### src/rtl/gpel_pkg.sv
`timescale 1ns / 1ps
`default_nettype none

package gpel_pkg;

    // command codes
    localparam logic [3:0] CMD_TICK     = 4'd0;
    localparam logic [3:0] CMD_SET_OUT  = 4'd1;
    localparam logic [3:0] CMD_GET_IN   = 4'd2;
    localparam logic [3:0] CMD_GET_OUT  = 4'd3;
    localparam logic [3:0] CMD_FLAGS    = 4'd4;
    localparam logic [3:0] CMD_CAPTURE  = 4'd5;
    localparam logic [3:0] CMD_LINE_ON  = 4'd6;
    localparam logic [3:0] CMD_LINE_OFF = 4'd7;
    localparam logic [3:0] CMD_UART_SET = 4'd8;
    localparam logic [3:0] CMD_UART_CLR = 4'd9;

    // port numbers on the command word
    localparam logic [2:0] PORT_A = 3'd1;
    localparam logic [2:0] PORT_C = 3'd3;
    localparam logic [2:0] PORT_D = 3'd4;

    // stored line source codes (port number minus one)
    localparam logic [1:0] SRC_A = 2'd0;
    localparam logic [1:0] SRC_C = 2'd2;
    localparam logic [1:0] SRC_D = 2'd3;

    localparam int NPORTS = 3;

    // pins present on each port, slot 0 = A, 1 = C, 2 = D
    localparam logic [NPORTS-1:0][7:0] PORT_PINS = {8'h7D, 8'h1E, 8'h06};

    localparam int UART_SLOT     = 2;
    localparam int UART_FLAG_BIT = 6;

    // edge mode bits
    localparam int EDGE_RISE = 0;
    localparam int EDGE_FALL = 1;

    typedef logic [NPORTS-1:0] slot_oh_t;

    typedef struct packed {
        logic [3:0] cmd;
        logic [2:0] port;
        logic [7:0] pins;
        logic [7:0] value;
        logic [7:0] pads_a;
        logic [7:0] pads_c;
        logic [7:0] pads_d;
        logic [2:0] line;
        logic [1:0] trigger;
    } gpel_in_t;

    typedef struct packed {
        logic       status;
        logic [7:0] read_data;
        logic       irq_line;
        logic [7:0] drive_a;
        logic [7:0] drive_c;
        logic [7:0] drive_d;
    } gpel_out_t;

    function automatic slot_oh_t port_onehot(input logic [2:0] port);
        slot_oh_t r;
        case (port)
            PORT_A:  r = 3'b001;
            PORT_C:  r = 3'b010;
            PORT_D:  r = 3'b100;
            default: r = 3'b000;
        endcase
        return r;
    endfunction

    function automatic slot_oh_t src_onehot(input logic [1:0] code);
        slot_oh_t r;
        case (code)
            SRC_A:   r = 3'b001;
            SRC_C:   r = 3'b010;
            SRC_D:   r = 3'b100;
            default: r = 3'b000;
        endcase
        return r;
    endfunction

endpackage

`default_nettype wire

### src/rtl/gpio_expander_interrupt_latch_core.sv
`timescale 1ns / 1ps
`default_nettype none

// Channel   Dir   Handshake           Word
// s_        in    s_valid / s_ready   s_data  (gpel_pkg::gpel_in_t)
// m_        out   m_valid / m_ready   m_data  (gpel_pkg::gpel_out_t)
// cfg_      in    cfg_wr_en           cfg_wr_data (irq polarity)
//
// One word per cycle sustained while m_ready stays high; a result is offered once its word has
// passed the input register and the single-pass update into the result register.
// Reset is synchronous on aresetn low; flags, enables, latches cleared, IRQ active high.
// A stalled m_ready holds the result register; one more word waits in the input register
// and s_ready drops only when both are full.

module gpio_expander_interrupt_latch_core #(
    parameter int LINE_COUNT = 8
) (
    input  wire logic                aclk,
    input  wire logic                aresetn,
    input  wire logic                s_valid,
    output logic                     s_ready,
    input  wire gpel_pkg::gpel_in_t  s_data,
    output logic                     m_valid,
    input  wire logic                m_ready,
    output gpel_pkg::gpel_out_t      m_data,
    input  wire logic                cfg_wr_en,
    input  wire logic                cfg_wr_data
);

    localparam int LINES = (LINE_COUNT < 8) ? LINE_COUNT : 8;

    logic                in_valid_reg;
    gpel_pkg::gpel_in_t  in_word_reg;
    logic                out_valid_reg;
    gpel_pkg::gpel_out_t out_word_reg;
    gpel_pkg::gpel_out_t exec_result;
    logic                advance;

    assign advance = in_valid_reg && (!out_valid_reg || m_ready);
    assign s_ready = !in_valid_reg || advance;
    assign m_valid = out_valid_reg;
    assign m_data  = out_word_reg;

    gpel_exec #(
        .LINES(LINES)
    ) u_exec (
        .aclk       (aclk),
        .aresetn    (aresetn),
        .exec_en    (advance),
        .item       (in_word_reg),
        .cfg_wr_en  (cfg_wr_en),
        .cfg_wr_data(cfg_wr_data),
        .result     (exec_result)
    );

    always_ff @(posedge aclk) begin
        if (!aresetn) begin
            in_valid_reg  <= 1'b0;
            out_valid_reg <= 1'b0;
        end else begin
            if (s_ready) begin
                in_valid_reg <= s_valid;
            end
            if (advance) begin
                out_valid_reg <= 1'b1;
            end else if (m_ready) begin
                out_valid_reg <= 1'b0;
            end
        end
    end

    always_ff @(posedge aclk) begin
        if (s_valid && s_ready) begin
            in_word_reg <= s_data;
        end
        if (advance) begin
            out_word_reg <= exec_result;
        end
    end

    a_no_overwrite: assert property (@(posedge aclk) disable iff (!aresetn)
        out_valid_reg && !m_ready |-> !advance)
        else $error("result register overwritten while stalled");

    a_advance_shows: assert property (@(posedge aclk) disable iff (!aresetn)
        advance |=> out_valid_reg)
        else $error("executed word not presented");

    a_hold_stalled: assert property (@(posedge aclk) disable iff (!aresetn)
        m_valid && !m_ready |=> m_valid && $stable(m_data))
        else $error("stalled result word dropped or changed");

endmodule

`default_nettype wire

### src/rtl/gpel_exec.sv
`timescale 1ns / 1ps
`default_nettype none

module gpel_exec #(
    parameter int LINES = 8
) (
    input  wire logic                aclk,
    input  wire logic                aresetn,
    input  wire logic                exec_en,
    input  wire gpel_pkg::gpel_in_t  item,
    input  wire logic                cfg_wr_en,
    input  wire logic                cfg_wr_data,
    output gpel_pkg::gpel_out_t      result
);

    localparam int IDX_W = (LINES > 1) ? $clog2(LINES) : 1;
    localparam logic [LINES-1:0][1:0] MODE_RESET = {LINES{2'b01}};

    logic [gpel_pkg::NPORTS-1:0][7:0] prev_reg, prev_next;
    logic [gpel_pkg::NPORTS-1:0][7:0] out_reg, out_next;
    logic [gpel_pkg::NPORTS-1:0][7:0] flags_reg, flags_next;
    logic [gpel_pkg::NPORTS-1:0][7:0] cap_reg, cap_next;
    logic [LINES-1:0]                 en_reg, en_next;
    logic [LINES-1:0][1:0]            src_reg, src_next;
    logic [LINES-1:0][1:0]            mode_reg, mode_next;
    logic                             irq_high_reg;

    logic [gpel_pkg::NPORTS-1:0][7:0] pads;
    logic [LINES-1:0][gpel_pkg::NPORTS-1:0] src_oh;
    gpel_pkg::slot_oh_t slot_oh;
    gpel_pkg::slot_oh_t line_src_oh;
    logic       needs_port;
    logic       bad_port;
    logic       line_ok;
    logic [7:0] m;
    logic [7:0] sel_pads;
    logic [7:0] sel_flags;
    logic [7:0] sel_out;
    logic [7:0] sel_cap;
    logic [7:0] hit;
    logic [7:0] rd;
    logic [7:0] line_bit;
    logic [IDX_W-1:0] idx;
    logic       prev_b;
    logic       cur_b;
    logic       edge_hit;

    always_comb begin
        pads       = {item.pads_d, item.pads_c, item.pads_a};
        slot_oh    = gpel_pkg::port_onehot(item.port);
        needs_port = (item.cmd >= gpel_pkg::CMD_SET_OUT) && (item.cmd <= gpel_pkg::CMD_LINE_OFF);
        bad_port   = needs_port && (slot_oh == '0);

        m         = '0;
        sel_pads  = '0;
        sel_flags = '0;
        sel_out   = '0;
        sel_cap   = '0;
        for (int p = 0; p < gpel_pkg::NPORTS; p++) begin
            if (slot_oh[p]) begin
                m         = item.pins & gpel_pkg::PORT_PINS[p];
                sel_pads  = pads[p];
                sel_flags = flags_reg[p];
                sel_out   = out_reg[p];
                sel_cap   = cap_reg[p];
            end
        end
        hit = sel_flags & m;

        for (int i = 0; i < LINES; i++) begin
            src_oh[i] = gpel_pkg::src_onehot(src_reg[i]);
        end

        line_ok     = 4'(item.line) < 4'(LINES);
        idx         = IDX_W'(item.line);
        line_bit    = 8'b1 << item.line;
        line_src_oh = src_oh[idx];

        prev_next  = prev_reg;
        out_next   = out_reg;
        flags_next = flags_reg;
        cap_next   = cap_reg;
        en_next    = en_reg;
        src_next   = src_reg;
        mode_next  = mode_reg;
        rd         = '0;
        prev_b     = 1'b0;
        cur_b      = 1'b0;
        edge_hit   = 1'b0;

        if (!bad_port) begin
            unique case (item.cmd)
                gpel_pkg::CMD_TICK: begin
                    for (int p = 0; p < gpel_pkg::NPORTS; p++) begin
                        for (int i = 0; i < LINES; i++) begin
                            prev_b   = prev_reg[p][i];
                            cur_b    = pads[p][i];
                            edge_hit = en_reg[i] && src_oh[i][p] &&
                                       ((mode_reg[i][gpel_pkg::EDGE_RISE] && !prev_b && cur_b) ||
                                        (mode_reg[i][gpel_pkg::EDGE_FALL] && prev_b && !cur_b));
                            if (edge_hit) begin
                                en_next[i] = 1'b0;
                                if (!flags_reg[p][i]) begin
                                    flags_next[p][i] = 1'b1;
                                    cap_next[p][i]   = cur_b;
                                end
                            end
                        end
                    end
                    prev_next = pads;
                end
                gpel_pkg::CMD_SET_OUT: begin
                    for (int p = 0; p < gpel_pkg::NPORTS; p++) begin
                        if (slot_oh[p]) begin
                            out_next[p] = (out_reg[p] & ~m) | (item.value & m);
                        end
                    end
                end
                gpel_pkg::CMD_GET_IN: begin
                    rd = sel_pads & m;
                    for (int p = 0; p < gpel_pkg::NPORTS; p++) begin
                        if (slot_oh[p]) begin
                            flags_next[p] = flags_reg[p] & ~m;
                        end
                    end
                    en_next = en_reg | hit[LINES-1:0];
                end
                gpel_pkg::CMD_GET_OUT: begin
                    rd = sel_out & m;
                end
                gpel_pkg::CMD_FLAGS: begin
                    rd = sel_flags;
                end
                gpel_pkg::CMD_CAPTURE: begin
                    rd      = sel_cap;
                    en_next = en_reg | sel_flags[LINES-1:0];
                    for (int p = 0; p < gpel_pkg::NPORTS; p++) begin
                        if (slot_oh[p]) begin
                            flags_next[p] = '0;
                        end
                    end
                end
                gpel_pkg::CMD_LINE_ON: begin
                    if (line_ok) begin
                        src_next[idx]  = 2'(item.port - 3'd1);
                        mode_next[idx] = item.trigger;
                        en_next[idx]   = 1'b1;
                    end
                end
                gpel_pkg::CMD_LINE_OFF: begin
                    if (line_ok && (line_src_oh == slot_oh)) begin
                        for (int p = 0; p < gpel_pkg::NPORTS; p++) begin
                            if (slot_oh[p]) begin
                                flags_next[p] = flags_reg[p] & ~line_bit;
                            end
                        end
                        en_next[idx] = 1'b0;
                    end
                end
                gpel_pkg::CMD_UART_SET: begin
                    flags_next[gpel_pkg::UART_SLOT][gpel_pkg::UART_FLAG_BIT] = 1'b1;
                end
                gpel_pkg::CMD_UART_CLR: begin
                    flags_next[gpel_pkg::UART_SLOT][gpel_pkg::UART_FLAG_BIT] = 1'b0;
                end
                default: begin
                end
            endcase
        end

        result.status    = bad_port;
        result.read_data = rd;
        result.irq_line  = (|flags_next) ? irq_high_reg : !irq_high_reg;
        result.drive_a   = out_next[0];
        result.drive_c   = out_next[1];
        result.drive_d   = out_next[2];
    end

    always_ff @(posedge aclk) begin
        if (!aresetn) begin
            prev_reg     <= '0;
            out_reg      <= '0;
            flags_reg    <= '0;
            cap_reg      <= '0;
            en_reg       <= '0;
            src_reg      <= '0;
            mode_reg     <= MODE_RESET;
            irq_high_reg <= 1'b1;
        end else begin
            if (exec_en) begin
                prev_reg  <= prev_next;
                out_reg   <= out_next;
                flags_reg <= flags_next;
                cap_reg   <= cap_next;
                en_reg    <= en_next;
                src_reg   <= src_next;
                mode_reg  <= mode_next;
            end
            if (cfg_wr_en) begin
                irq_high_reg <= cfg_wr_data;
            end
        end
    end

    a_reset_clears: assert property (@(posedge aclk)
        !aresetn |=> (flags_reg == '0) && (en_reg == '0))
        else $error("flags or line enables not cleared by reset");

    a_bad_port_no_change: assert property (@(posedge aclk) disable iff (!aresetn)
        exec_en && result.status |=> $stable(flags_reg) && $stable(out_reg) && $stable(en_reg))
        else $error("state changed on invalid port word");

    a_uart_clear: assert property (@(posedge aclk) disable iff (!aresetn)
        exec_en && (item.cmd == gpel_pkg::CMD_UART_CLR)
        |=> !flags_reg[gpel_pkg::UART_SLOT][gpel_pkg::UART_FLAG_BIT])
        else $error("uart flag still set after clear");

endmodule

`default_nettype wire
### config.mk
export PLATFORM = sky130hd
export DESIGN_NAME = gpio_expander_interrupt_latch_core
export DESIGN_NICKNAME = d
export VERILOG_FILES = /design/src/rtl/gpel_pkg.sv /design/src/rtl/gpio_expander_interrupt_latch_core.sv /design/src/rtl/gpel_exec.sv
export SDC_FILE = /design/constraint.sdc
export NUM_CORES = 1
export LEC_CHECK = 0
export BUFFER_PORTS_ARGS = -buffer_cell sky130_fd_sc_hd__clkbuf_2
export CAP_MARGIN = 20
export CELL_PAD_IN_SITES_DETAIL_PLACEMENT = 0
export CELL_PAD_IN_SITES_GLOBAL_PLACEMENT = 1
export CORE_MARGIN = 5
export CORE_UTILIZATION = 46
export CTS_CLUSTER_DIAMETER = 80
export CTS_CLUSTER_SIZE = 24
export DETAILED_ROUTE_END_ITERATION = 10
export GPL_ROUTABILITY_DRIVEN = 0
export GPL_TIMING_DRIVEN = 0
export PLACE_DENSITY = 0.87
export REMOVE_ABC_BUFFERS = 1
export SYNTH_ARGS = -nofsm -noshare
export SYNTH_HDL_FRONTEND = slang
export SYNTH_SLANG_ARGS = --single-unit
### constraint.sdc
create_clock -name aclk -period 4.97 [get_ports aclk]
set_clock_uncertainty 0.1 [all_clocks]
set_input_delay 0 -clock aclk [delete_from_list [all_inputs] [get_ports aclk]]
set_output_delay 0 -clock aclk [all_outputs]
set_load 0.02 [all_outputs]
# Word-level counts from Yosys, hierarchy flattened
# Index checks and enable logic that the tools add are counted.
# W data, S select, Z words.
[op_classes]
n_mux = 105
order_cmp = 4
n_eq_ne = 38
shift = 1
add_sub_neg = 1
n_bitwise = 48
n_reduce_logical = 273
[ops]
columns = ["operator", "count"]
rows = [
  ["$mux W8", 25],
  ["$reduce_and A5 Y1", 32],
  ["$logic_and A1 B1 Y1", 149],
  ["$mux W24", 4],
  ["$pmux W22 S4", 1],
  ["$pmux W3 S3", 9],
  ["$and A8 B8 Y8", 10],
  ["$mux W1", 52],
  ["$logic_not A1 Y1", 51],
  ["$or A8 B8 Y8", 6],
  ["$pmux W8 S5", 1],
  ["$and A8 B7 Y8", 4],
  ["$bwmux W16", 2],
  ["$eq A2 B2 Y1 const B", 16],
  ["$ne A4 B1 Y1 const B", 8],
  ["$pmux W8 S4", 1],
  ["$logic_or A1 B1 Y1", 26],
  ["$not A1 Y1", 25],
  ["$reduce_or A24 Y1", 1],
  ["$eq A4 B3 Y1 const B", 4],
  ["$logic_not A2 Y1", 8],
  ["$not A8 Y8", 2],
  ["$bmux W3 S3", 1],
  ["$eq A4 B2 Y1 const B", 2],
  ["27 further kinds", 30],
]
[word_totals]
regBits = 224
wordCells = 545
input_bits = 58
output_inout_bits = 36

# Longest topological paths before layout
# Gate-level depths: netlist (run 1).
[depth]
word_depth = 12
depth_mapped = 15

# Cells and area by module
# Synthesis (run 1) repeated with hierarchy kept, for this count alone.
[unflattened]
cells_unflattened = 1158
area_unflattened_um2 = 10801.6
[modules_own_cells]
columns = ["module", "n_inst", "cells_per_inst", "area_each_um2"]
rows = [
  ["gpel_exec", 1, 1063, 8115.3],
  ["gpio_expander_interrupt_latch_core", 1, 95, 2686.3],
]

# Least setup slack after synthesis (run 1)
# OpenSTA, ideal clock, no wires.
[synth_path]
path_type = "register -> register"
startpoint = "reg in_word_reg[45] (netlist bit)"
endpoint = "reg out_word_reg, in the netlist m_data[24], data pin"
slack_ns = 1.385
arrival_ns = 3.227
required_ns = 4.612
path_buffers = 3
setup_ns = 0.258
period_less_slack_ns = 3.585
path_stages_with_launch = 15
cell_sequence = "edfxtp_1 -> clkbuf_1 -> inv_1 -> ha_1 -> buf_2 -> and2_1 -> buf_2 -> nand2_1 -> o311ai_0 -> o221ai_1 -> or4_1 -> or4b_1 -> nor4b_2 -> nand4_1 -> xnor2_1"
[synth_rtl]
columns = ["element", "line_no", "text"]
rows = [
  ["start: declaration", "gpio_expander_interrupt_latch_core.sv:33", "gpel_pkg::gpel_in_t in_word_reg;"],
  ["start signal: assignment", "gpio_expander_interrupt_latch_core.sv:74", "in_word_reg <= s_data;"],
  ["end signal: assignment", "gpio_expander_interrupt_latch_core.sv:77", "out_word_reg <= exec_result;"],
  ["end: declaration", "gpio_expander_interrupt_latch_core.sv:35", "gpel_pkg::gpel_out_t out_word_reg;"],
]

==> summary.md, run 1 <==
| Metric | Value |
|---|---|
| Outcome | completed |
| Mean post-synth cell area | 9.004 um2 |
| Core ar. | 0.02418 mm2 |
| RSZ-0062 raised after global routing | no |
| Dpl hpwl | 23790 um |
| Die outline width | 166.1 um |
| Top cells by area, synth | dfxtp_1 24%, edfxtp_1 22%, nand2_1 7.1% |
| CP Cell Sequence | nand2_2 -> a2111oi_0 -> or4_1 -> a31oi_1 -> or4_1 -> nor4b_2 -> nand4_1 -> xnor2_1 |
| Setup TNS | 0 ns |
| Initial antenna violation count | 0 |
| Largest register FFs | 50 |
| Post-layout nets | roughly 1400 |
| CP max FO | 25 |
| Syn Inst Count | approximately 1200 |
| First-pass GRT wire length | 54720 um |
| VDD IR max | 0.0002036 V |
| Layout area overhead | 15.28% |
| # setup viols final | 0 |
| FF+latch count, synth | 217 |
| Post-synth EDFFs | 81 |
| Overall power | 3.638 mW |
| Relative slew slack | 17.47% |
| Worst hold margin | 0.1087 ns |
| Initial DRC Count | roughly 1100 |
| Clock latency on the worst-skew pair | 0.50 ns |
| CTS Buf Count | 14 |
| 1st-pass router iterations | 8 |
| Kind of capture point of the worst setup path | flip-flop |
| Placed cells | 1573 |
| TritonCTS clock tree | done |
| Effective utilization at floorplan | 46.36% |
| Number of global-route vias before repair | 9483 |
| GRT Overall Usage | around 25% |
| Postcts setup bufs | 0 |
| Total grt overflow | 0 |
| Slew @ Worst Pin | 1.238 ns |
| Synthesized area | around 0.011 mm2 |
| Row count | 57 |
| Die ar. | roughly 0.028 mm2 |
| Top cell type by total area after synthesis | dfxtp_1 |
| CTS H-tree lvls | 1 |
| Synth top area share | 24.29% |
| Setup ws final | 0.03199 ns |
| Largest net degree at the start of global routing | 80 |
| Via/cell ratio | approximately 6 |
| Die Height | around 170 um |
| Ys async rst share | 0% |
| Hold Fails Final Rpt | 0 |
| CTS Sinks | 217 |
| Drt total wl | 35760 um |
| Worst Setup Start Kind | flip-flop |
| Synth unique cells | 81 |
| Clock Tree Root | clkbuf_16 |
| Post-route DRC | 0 |
| Max Cap Viol | 0 |
| Max-slew violation count | 0 |
| Synthesis Warnings | 0 |
| Arrival time worst endpoint | 5.09 ns |
| Final cell count without fillers | 1654 |
| Worst-path clk slew | about 0.09 ns |
| Slowest cell on crit path | edfxtp_1 |
| P_leak | 4.708 nW |
| Main synth FF type | dfxtp_1 |
| CP max stage delay | about 1.2 ns |
| Routed Antenna Nets | 0 |
| Hold crit path type | primary input to flip-flop |
| Post-route minimum period | around 5 ns |
| Share of cells above drive strength 1 | 12.42% |
| WS Path Type | flip-flop to flip-flop |
| Required @ worst endpoint | 5.12 ns |
| Ports | 94 |
| Pwr dens | between 200 and 300 mW/mm2 |
| WL/cell | 21.62 um |
| Routed vias | 10110 |
| Fin crit share | 99.36% |
| Clk buf depth | 3 |
| I/O Buffers | 88 |
| Pre-CTS setup slack | -0.4909 ns |
| Post-synthesis sequential area ratio | 45.99% |
| Most common cell on crit path | or4_1 |
| FMAX | 202.5 MHz |
[placed cells by master, fill, tap and decap left out, types with 8 or more instances in the layout]
cell,synthesis,final
nand3b_1,17,17
o221ai_1,11,11
inv_1,10,9
or4_1,8,8
o211a_1,24,24
nor2b_1,33,32
and2_1,23,21
a31oi_1,18,18
nor2_1,110,109
nand4_1,10,10
mux2i_1,33,33
o21ai_0,51,51
clkbuf_2,0,87
nor3_1,27,27
nand2_1,213,211
nor3b_1,19,19
mux2_2,17,17
dfxtp_1,136,136
nand2b_1,9,8
o22ai_1,25,25
and3_1,8,8
a21boi_0,49,49
nand3_1,44,44
dlygate4sd3_1,0,57
edfxtp_1,81,81
a21oi_1,45,45
clkbuf_16,0,16
[cells in the mapped netlist, types with 18 or more instances]
cell type	n
clkbuf_1	62
nor2_1	110
nand2_1	213
a31oi_1	18
mux2i_1	33
nor3b_1	19
nor2b_1	33
a21oi_1	45
a21boi_0	49
dfxtp_1	136
o211a_1	24
nand3_1	44
edfxtp_1	81
and2_1	23
nor3_1	27
o22ai_1	25
o21ai_0	51
[final timing paths]
path,from,end,slack [ns],cells past startpoint
worst max register to register,in_word_reg[47],m_data[24],0.03,8
worst min-delay path,s_data[46],in_word_reg[46],0.11,2
worst min register to register,u_exec.out_reg[13],m_data[13],0.33,0
worst max-delay path,in_word_reg[47],m_data[24],0.03,8
[critical path: cells and delay by family (launching register included)]
| family | cells | cell delay [ns] |
|---|---|---|
| XOR/XNOR | 1 | 0.17 |
| flip-flops | 1 | 1.18 |
| AND/OR/NAND/NOR | 5 | 2.31 |
| AO/OA/AOI/OAI | 2 | 0.92 |
[cell type report]
cell class / count / area [um2]
antenna: 1 / 2.502
clock buffer: 19 / 431.7
clock inverter: 4 / 48.80
fill: 2232 / 11250
inverter: 11 / 41.29
multi-input combinational: 926 / 5670
sequential: 217 / 5155
tap: 324 / 405.4
timing repair buffer: 152 / 1167
[routing by layer]
layer  share of wire (%)  up-vias  global-route usage (%)  wire, um
li1                    -     4684                       -         -
met1                  42     4793                   33.67     15110
met2                  44      522                   38.73     15870
met3                 9.0      111                   4.547      3209
met4                 4.4        0                   9.433      1582
met5                   0        -                       0         0
[report_power, final]
part / total (mW) / internal (mW) / switching, mW / leakage, nW
Clock: 1.28 / 0.634 / 0.646 / 0.237
Sequential: 1.97 / 1.90 / 0.0734 / 1.88
Combinational: 0.385 / 0.155 / 0.231 / 2.60
[kinds of logic (layout without fill, tap and decap cells)]
family | Yosys count | count (layout) | synth area share (%)
AND/OR/NAND/NOR | 562 | 562 | 25.11
buffers and inverters | 104 | 186 | 4.007
flip-flops | 217 | 217 | 45.99
other | 1 | 4 | 0.03345
XOR/XNOR | 5 | 5 | 0.3907
multiplexers | 53 | 53 | 5.257
adder cells (fa/ha/maj) | 3 | 3 | 0.3349
AO/OA/AOI/OAI | 300 | 300 | 18.87
[per-stage QoR]
step,utilization [%],instance area (um2)
finish,53.45,12920
detailed placement,48.93,11830
global placement,48.21,11650
floorplan,-,10810
CTS,53.33,12890
global route,53.44,12920
[what timing repair did]
action | in CTS | in global routing
setup endpoints to repair | 1 | 1
gates resized for setup | 6 | 4
hold buffers | 57 | 0
hold endpoints to repair | 55 | 0
pin swaps | 0 | 0
Note: power is estimated with default switching activity, not from simulation.
==> inputs of run 2 (changes only) <==
--- a/config.mk
+++ b/config.mk
@@ -10,13 +10,13 @@
 export CELL_PAD_IN_SITES_DETAIL_PLACEMENT = 0
 export CELL_PAD_IN_SITES_GLOBAL_PLACEMENT = 1
 export CORE_MARGIN = 5
-export CORE_UTILIZATION = 46
+export CORE_UTILIZATION = 50
 export CTS_CLUSTER_DIAMETER = 80
 export CTS_CLUSTER_SIZE = 24
 export DETAILED_ROUTE_END_ITERATION = 10
 export GPL_ROUTABILITY_DRIVEN = 0
 export GPL_TIMING_DRIVEN = 0
-export PLACE_DENSITY = 0.87
+export PLACE_DENSITY = 0.93
 export REMOVE_ABC_BUFFERS = 1
 export SYNTH_ARGS = -nofsm -noshare
 export SYNTH_HDL_FRONTEND = slang
==> constraint.sdc (replaced) <==
create_clock -name aclk -period 6.2 [get_ports aclk]
set_clock_uncertainty 0.1 [all_clocks]
set_input_delay 0 -clock aclk [delete_from_list [all_inputs] [get_ports aclk]]
set_output_delay 0 -clock aclk [all_outputs]
set_load 0.02 [all_outputs]
==> run 2 against run 1 <==
Critical path type unchanged. Total power decreased by 23%. Sequential power decreased by 20%. First-iteration DRC count increased by 4.3%.
==> summary.md, run 2 (same netlist as run 1, synthesis figures left out) <==
| Metric | Value |
|---|---|
| Total grt overflow | 0 (unchanged) |
| Int Pwr | 2.083 mW (-23%) |
| Number of global-route vias before repair | 9846 (+3.8%) |
| Initial DRC Count | 1193 (+4.3%) |
| Relative slew slack | 14.66% (-2.8 points) |
| Share of cells above drive strength 1 | 11.68% (-0.73 points) |
| Post-route DRC | 0 (unchanged) |
| 1st-pass router iterations | 6 (-2) |
| # setup viols final | 0 (unchanged) |
| Dpl hpwl | 23500 um (-1.2%) |
| Fin crit share | 94.84% (-4.5 points) |
| Initial antenna violation count | 0 (unchanged) |
| Largest register FFs | 50 (unchanged) |
| P_leak | 4.660 nW (-1.0%) |
| Pwr dens | 221.4 mW/mm2 (-21%) |
| Setup TNS | 0 ns (unchanged) |
| Routed Antenna Nets | 0 (unchanged) |
| Effective utilization at floorplan | 51.05% (+4.7 points) |
| Layout area overhead | 13.56% |
| CP Cell Sequence | ha_1 -> nor2b_1 -> nor2_1 -> o41ai_1 -> o221ai_1 -> or4_1 -> or4b_1 -> nor4b_2 -> nand4_1 -> xnor2_1 |
| Max-slew violation count | 0 (unchanged) |
| Flop pwr share | 56.1% (+1.9 points) |
| HP Start | s_data[6] |
| Clock Tree Root | clkbuf_16 |
| CTS H-tree lvls | 1 (unchanged) |
| Reg-to-reg slack, setup | 0.32 ns (+0.29 ns) |
| Most common cell after layout, fill and taps aside | nand2_1 |
| GRT Overall Usage | 26.60% (+2.1 points) |
| Psw | 735.3 uW (-23%) |
| FMAX | 170.1 MHz (-16%) |
| Post-layout nets | 1381 (-0.14%) |
| Core ar. | 0.02196 mm2 (-9.2%) |
| Largest net degree at the start of global routing | 84 (+5.0%) |
| Post-CTS Hold Buffers | 56 (-1.8%) |
| Hold crit path type | primary input to flip-flop |
| Clock latency on the worst-skew pair | 0.50 ns (about the same) |
| RSZ-0062 raised after global routing | no |
| Reg-to-Reg Start | in_word_reg[45] |
| Max Cap Viol | 0 (unchanged) |
| Cells on worst reg2reg path | 10 (+2) |
| Via/cell ratio | 6.388 (+4.5%) |
| Routed vias | 10270 (+1.5%) |
| Drt total wl | 35590 um (-0.49%) |
| Comb power frac | 10.9% (+0.3 points) |
| Worst Setup Start Kind | flip-flop |
| VDD IR max | 0.0001777 V (-13%) |
| Worst reg2reg path endpoint | m_data[24] |
| Die ar. | 0.02551 mm2 (-7.5%) |
| CP max FO | 12 (-52%) |
| Die outline width | 159.7 um (-3.8%) |
| Worst-path clk slew | 0.10 ns (about the same) |
| Kind of capture point of the worst setup path | flip-flop |
| Slowest cell on crit path | nor2b_1 |
| N_diodes | 0 (-1) |
| Outcome | completed |
| WL/cell | 22.14 um (+2.4%) |
| Postcts setup bufs | 0 (unchanged) |
| Final core occ | 57.97% (+4.5 points) |
| Slew @ Worst Pin | 1.280 ns (+0.04223 ns) |
| Row count | 54 (-5.3%) |
| Die Height | 159.7 um (-3.8%) |
| Ports | 94 (unchanged) |
| First-pass GRT wire length | 54790 um (+0.14%) |
| I/O Buffers | 88 (unchanged) |
| Hold Crit Depth | 2 (unchanged) |
| Power share of the clock group | 33.0% (-2.2 points) |
| Hold Fails Final Rpt | 0 (unchanged) |
| Sw frac | 26.09% (about the same) |
| Setup crit start | in_word_reg[45] |
| CTS Buf Count | 13 (-1) |
| WS Path Type | flip-flop to flip-flop |
| Setup ws final | 0.3196 ns (+0.2876 ns) |
| TritonCTS clock tree | done |
| CP max stage delay | 0.94 ns (-0.24 ns) |
| Clk buf depth | 3 (unchanged) |
| Pre-CTS setup slack | 0.6411 ns (+1.132 ns) |
| Required @ worst endpoint | 6.35 ns (+1.23 ns) |
| Hold Crit Endpoint | in_word_reg[6] |
| CTS Sinks | 217 (unchanged) |
| Arrival time worst endpoint | 6.03 ns (+0.94 ns) |
| Commonest cells after routing, fill and taps aside | 212 x nand2_1, 136 x dfxtp_1, 109 x nor2_1 |
| Post-route minimum period | 5.880 ns (+0.9424 ns) |
| Post-cts resize count | 0 (-6) |
run 2: stage by stage:
step	total power [mW]	area, um2	std cells	hold WS, ns
after floorplan	1.749	10810	1154	-0.03806
final	2.818	12730	1607	0.1170
after detailed placement	1.882	11760	1529	0.07862
after CTS	2.823	12730	1607	0.1144
after global routing	2.910	12730	1607	0.1221
after global placement	1.873	11600	1522	0.07628
run 2: critical path, delay by kind of cell, from the launching register on:
family | cells | cell delay [ns]
and+or+nand+nor | 6 | 2.89
AOI/OAI and AO/OA | 2 | 0.76
adders and majority gates | 1 | 0.91
xor gates and xnor gates | 1 | 0.17
DFF | 1 | 0.81
run 2: worst max path at each step:
stage | endpoint | slack (ns)
after global placement | u_exec.cap_reg[3] | -1.01
after global routing | m_data[24] | 0.34
after CTS | m_data[24] | 0.63
after floorplan | u_exec.cap_reg[17] | 1.67
after detailed placement | m_data[24] | 0.64
final | m_data[24] | 0.32
run 2: layout make-up:
class	count	area [um2]
fill	1962	9229
timing repair buffer	151	1145
clock inverter	3	28.78
inverter	11	41.29
sequential	217	5155
clock buffer	19	379.1
multi-input combinational	926	5630
tap	280	350.3
run 2: routing by layer:
metal | part of all wire, % | wire (um) | GRT usage (%) | vias to the layer above
li1 | - | - | - | 4682
met1 | 40 | 14070 | 36.16 | 4844
met2 | 45 | 15970 | 42.22 | 620
met3 | 11 | 4037 | 5.077 | 120
met4 | 4.2 | 1507 | 10.34 | 0
met5 | 0 | 0 | 0 | -
run 2: power groups by stage:
stage	clock network [mW]	logic [mW]	registers [mW]
floorplan	0	0.145	1.60
CTS	0.945	0.299	1.58
global route	0.999	0.325	1.59
detailed placement	0	0.270	1.61
finish	0.929	0.307	1.58
global placement	0	0.259	1.61
==> inputs of run 3 (changes only) <==
--- a/config.mk
+++ b/config.mk
@@ -17,7 +17,6 @@
 export GPL_ROUTABILITY_DRIVEN = 0
 export GPL_TIMING_DRIVEN = 0
 export PLACE_DENSITY = 0.93
-export REMOVE_ABC_BUFFERS = 1
 export SYNTH_ARGS = -nofsm -noshare
 export SYNTH_HDL_FRONTEND = slang
 export SYNTH_SLANG_ARGS = --single-unit
==> run 3 against run 2 <==
Combinational power rose by 11%. Flip-flop and latch count is the same. Clock power increased by 12%. Maximum frequency grew 23%. Global-route usage is 2.2 points higher. Critical path type unchanged. Critical endpoint unchanged.
==> summary.md, run 3 (same netlist as run 1, synthesis figures left out) <==
| Metric | Value |
|---|---|
| Register area | 0.005155 mm2 (unchanged) |
| CP max FO | 10 (-2) |
| Post-layout nets | 1468 (+6.3%) |
| Worst-path clk slew | 0.10 ns (about the same) |
| Via/cell ratio | 6.307 (-1.3%) |
| Relative slew slack | 30.69% (+16 points) |
| Routed Antenna Nets | 0 (unchanged) |
| I/O Buffers | 87 (-1.1%) |
| GRT Overall Usage | 28.84% (+2.2 points) |
| RSZ-0062 raised after global routing | no |
| Share of cells above drive strength 1 | 12.01% (+0.33 points) |
| CTS H-tree lvls | 1 (unchanged) |
| Outcome | completed |
| Arrival time worst endpoint | 4.95 ns (-1.08 ns) |
| Total grt overflow | 0 (unchanged) |
| Dpl hpwl | 28050 um (+19%) |
| CTS Buf Count | 14 (+1) |
| Required @ worst endpoint | 6.37 ns (+0.02 ns) |
| Hold Crit Depth | 2 (unchanged) |
| Worst setup path endpoint | m_data[24] |
| Core ar. | 0.02196 mm2 (unchanged) |
| WS Path Type | flip-flop to flip-flop |
| Kind of capture point of the worst setup path | flip-flop |
| Effective utilization at floorplan | 51.05% (unchanged) |
| Setup TNS | 0 ns (unchanged) |
| TritonCTS clock tree | done |
| Die Height | 159.7 um (unchanged) |
| Postcts setup bufs | 0 (unchanged) |
| Fill cell count | 1913 (-2.5%) |
| Layout area overhead | 16.45% |
| Initial antenna violation count | 0 (unchanged) |
| Hold Fails Final Rpt | 0 (unchanged) |
| Setup crit start | in_word_reg[46] |
| Ports | 94 (unchanged) |
| Worst hold margin | 0.1022 ns (-0.01482 ns) |
| Clk buf depth | 3 (unchanged) |
| Worst reg2reg path endpoint | m_data[24] |
| Fin area | 0.01305 mm2 (+2.5%) |
| Die outline width | 159.7 um (unchanged) |
| Initial DRC Count | 1357 (+14%) |
| Fin crit share | 77.08% (-18 points) |
| Die ar. | 0.02551 mm2 (unchanged) |
| WL/cell | 22.65 um (+2.3%) |
| Pwr dens | 225.4 mW/mm2 (+1.8%) |
| Number of global-route vias before repair | 9894 (+0.49%) |
| Cells on worst reg2reg path | 13 (+3) |
| Routed vias | 10690 (+4.1%) |
| Max-slew violation count | 0 (unchanged) |
| Placed cells | 1615 (+5.6%) |
| Most common cell after layout, fill and taps aside | nand2_1 |
| Post-route DRC | 0 (unchanged) |
| Area of the multi-input gates | 0.005614 mm2 (-0.29%) |
| Placed standard-cell area | 0.01203 mm2 (+2.2%) |
| N_diodes | 0 (unchanged) |
| Clock Tree Root | clkbuf_16 |
| Clock latency on the worst-skew pair | 0.50 ns (about the same) |
| Largest net degree at the start of global routing | 41 (-51%) |
| First-pass GRT wire length | 58030 um (+5.9%) |
| Reg-to-reg slack, setup | 1.42 ns (+1.10 ns) |
| Post-route minimum period | 4.779 ns (-1.101 ns) |
| P_leak | 4.816 nW (+3.3%) |
| # setup viols final | 0 (unchanged) |
| Drt total wl | 38400 um (+7.9%) |
| Worst Setup Start Kind | flip-flop |
| Slew @ Worst Pin | 1.026 ns (-0.2544 ns) |
| Reg-to-Reg Start | in_word_reg[46] |
| 1st-pass router iterations | 6 (unchanged) |
| Row count | 54 (unchanged) |
| Largest register FFs | 50 (unchanged) |
| Max Cap Viol | 0 (unchanged) |
| Final cell count without fillers | 1695 (+5.5%) |
| FMAX | 209.2 MHz (+23%) |
| Commonest cells after routing, fill and taps aside | 213 x nand2_1, 136 x dfxtp_1, 110 x nor2_1 |
| Hold crit path type | primary input to flip-flop |
| CTS Sinks | 217 (unchanged) |
| VDD IR max | 0.0001698 V (-4.5%) |
| Final core occ | 59.45% (+1.5 points) |
[run 3: cell types whose count changed in the layout (fill, tap and decap cells not counted), sizes merged]
cell	previous run	this run
bufinv	0	1
clkinv	1	3
clkbuf	107	167
buf	7	32
[run 3: area by class of cell]
type / instances / area share [%]
multi-input combinational: 926 / 43.01
sequential: 217 / 39.49
timing repair buffer: 144 / 7.783
buffer: 93 / 3.134
clock buffer: 18 / 2.962
tap: 280 / 2.684
clock inverter: 6 / 0.6230
inverter: 11 / 0.3163
[run 3: where the power goes]
group / switching (mW) / internal [mW] / leakage [nW]
sequential: 0.0412 / 1.52 / 1.88
combinational: 0.213 / 0.128 / 2.71
clock: 0.534 / 0.504 / 0.229
total: 0.789 / 2.15 / 4.82
[run 3: timing repair]
| action | CTS | global route |
|---|---|---|
| hold buffers | 56 | 0 |
| resized for setup | 0 | 0 |
| setup endpoints to repair | 0 | 0 |
| endpoints found under the hold margin | 58 | 0 |
[run 3: worst min-delay path by stage]
stage               start              end
3_3_place_gp   s_data[21]  in_word_reg[21]
6_report       s_data[12]  in_word_reg[12]
4_1_cts        s_data[24]  in_word_reg[24]
3_5_place_dp   s_data[18]  in_word_reg[18]
2_1_floorplan   s_data[0]   in_word_reg[0]
5_1_grt        s_data[46]  in_word_reg[46]
[run 3: worst max-delay path, cell delays in order (launching register included)]
cell and delay (ns):
edfxtp_1 0.40, inv_1 0.09, ha_1 0.18, clkbuf_1 0.69
nand2b_1 0.10, clkbuf_1 0.32, nand2_1 0.15, mux2i_1 0.09
or2_2 0.36, o21ai_0 0.56, a41oi_1 0.25, nor4_1 0.71
nand4_1 0.32, xnor2_1 0.20
[run 3: metal layers]
layer | vias up | GRT usage [%] | routed length [um]
li1 | 4843 | - | -
met1 | 5007 | 38.80 | 15300
met2 | 691 | 45.18 | 16780
met3 | 149 | 6.134 | 4241
met4 | 0 | 12.39 | 2086
met5 | - | 0 | 0
[run 3: stage by stage]
step | power, mW | worst slack, ns
3_3_place_gp | 1.890 | 1.788
3_5_place_dp | 1.895 | 1.767
2_1_floorplan | 1.771 | 2.615
6_report | 2.943 | 1.421
4_1_cts | 2.934 | 1.737
5_1_grt | 3.016 | 1.379
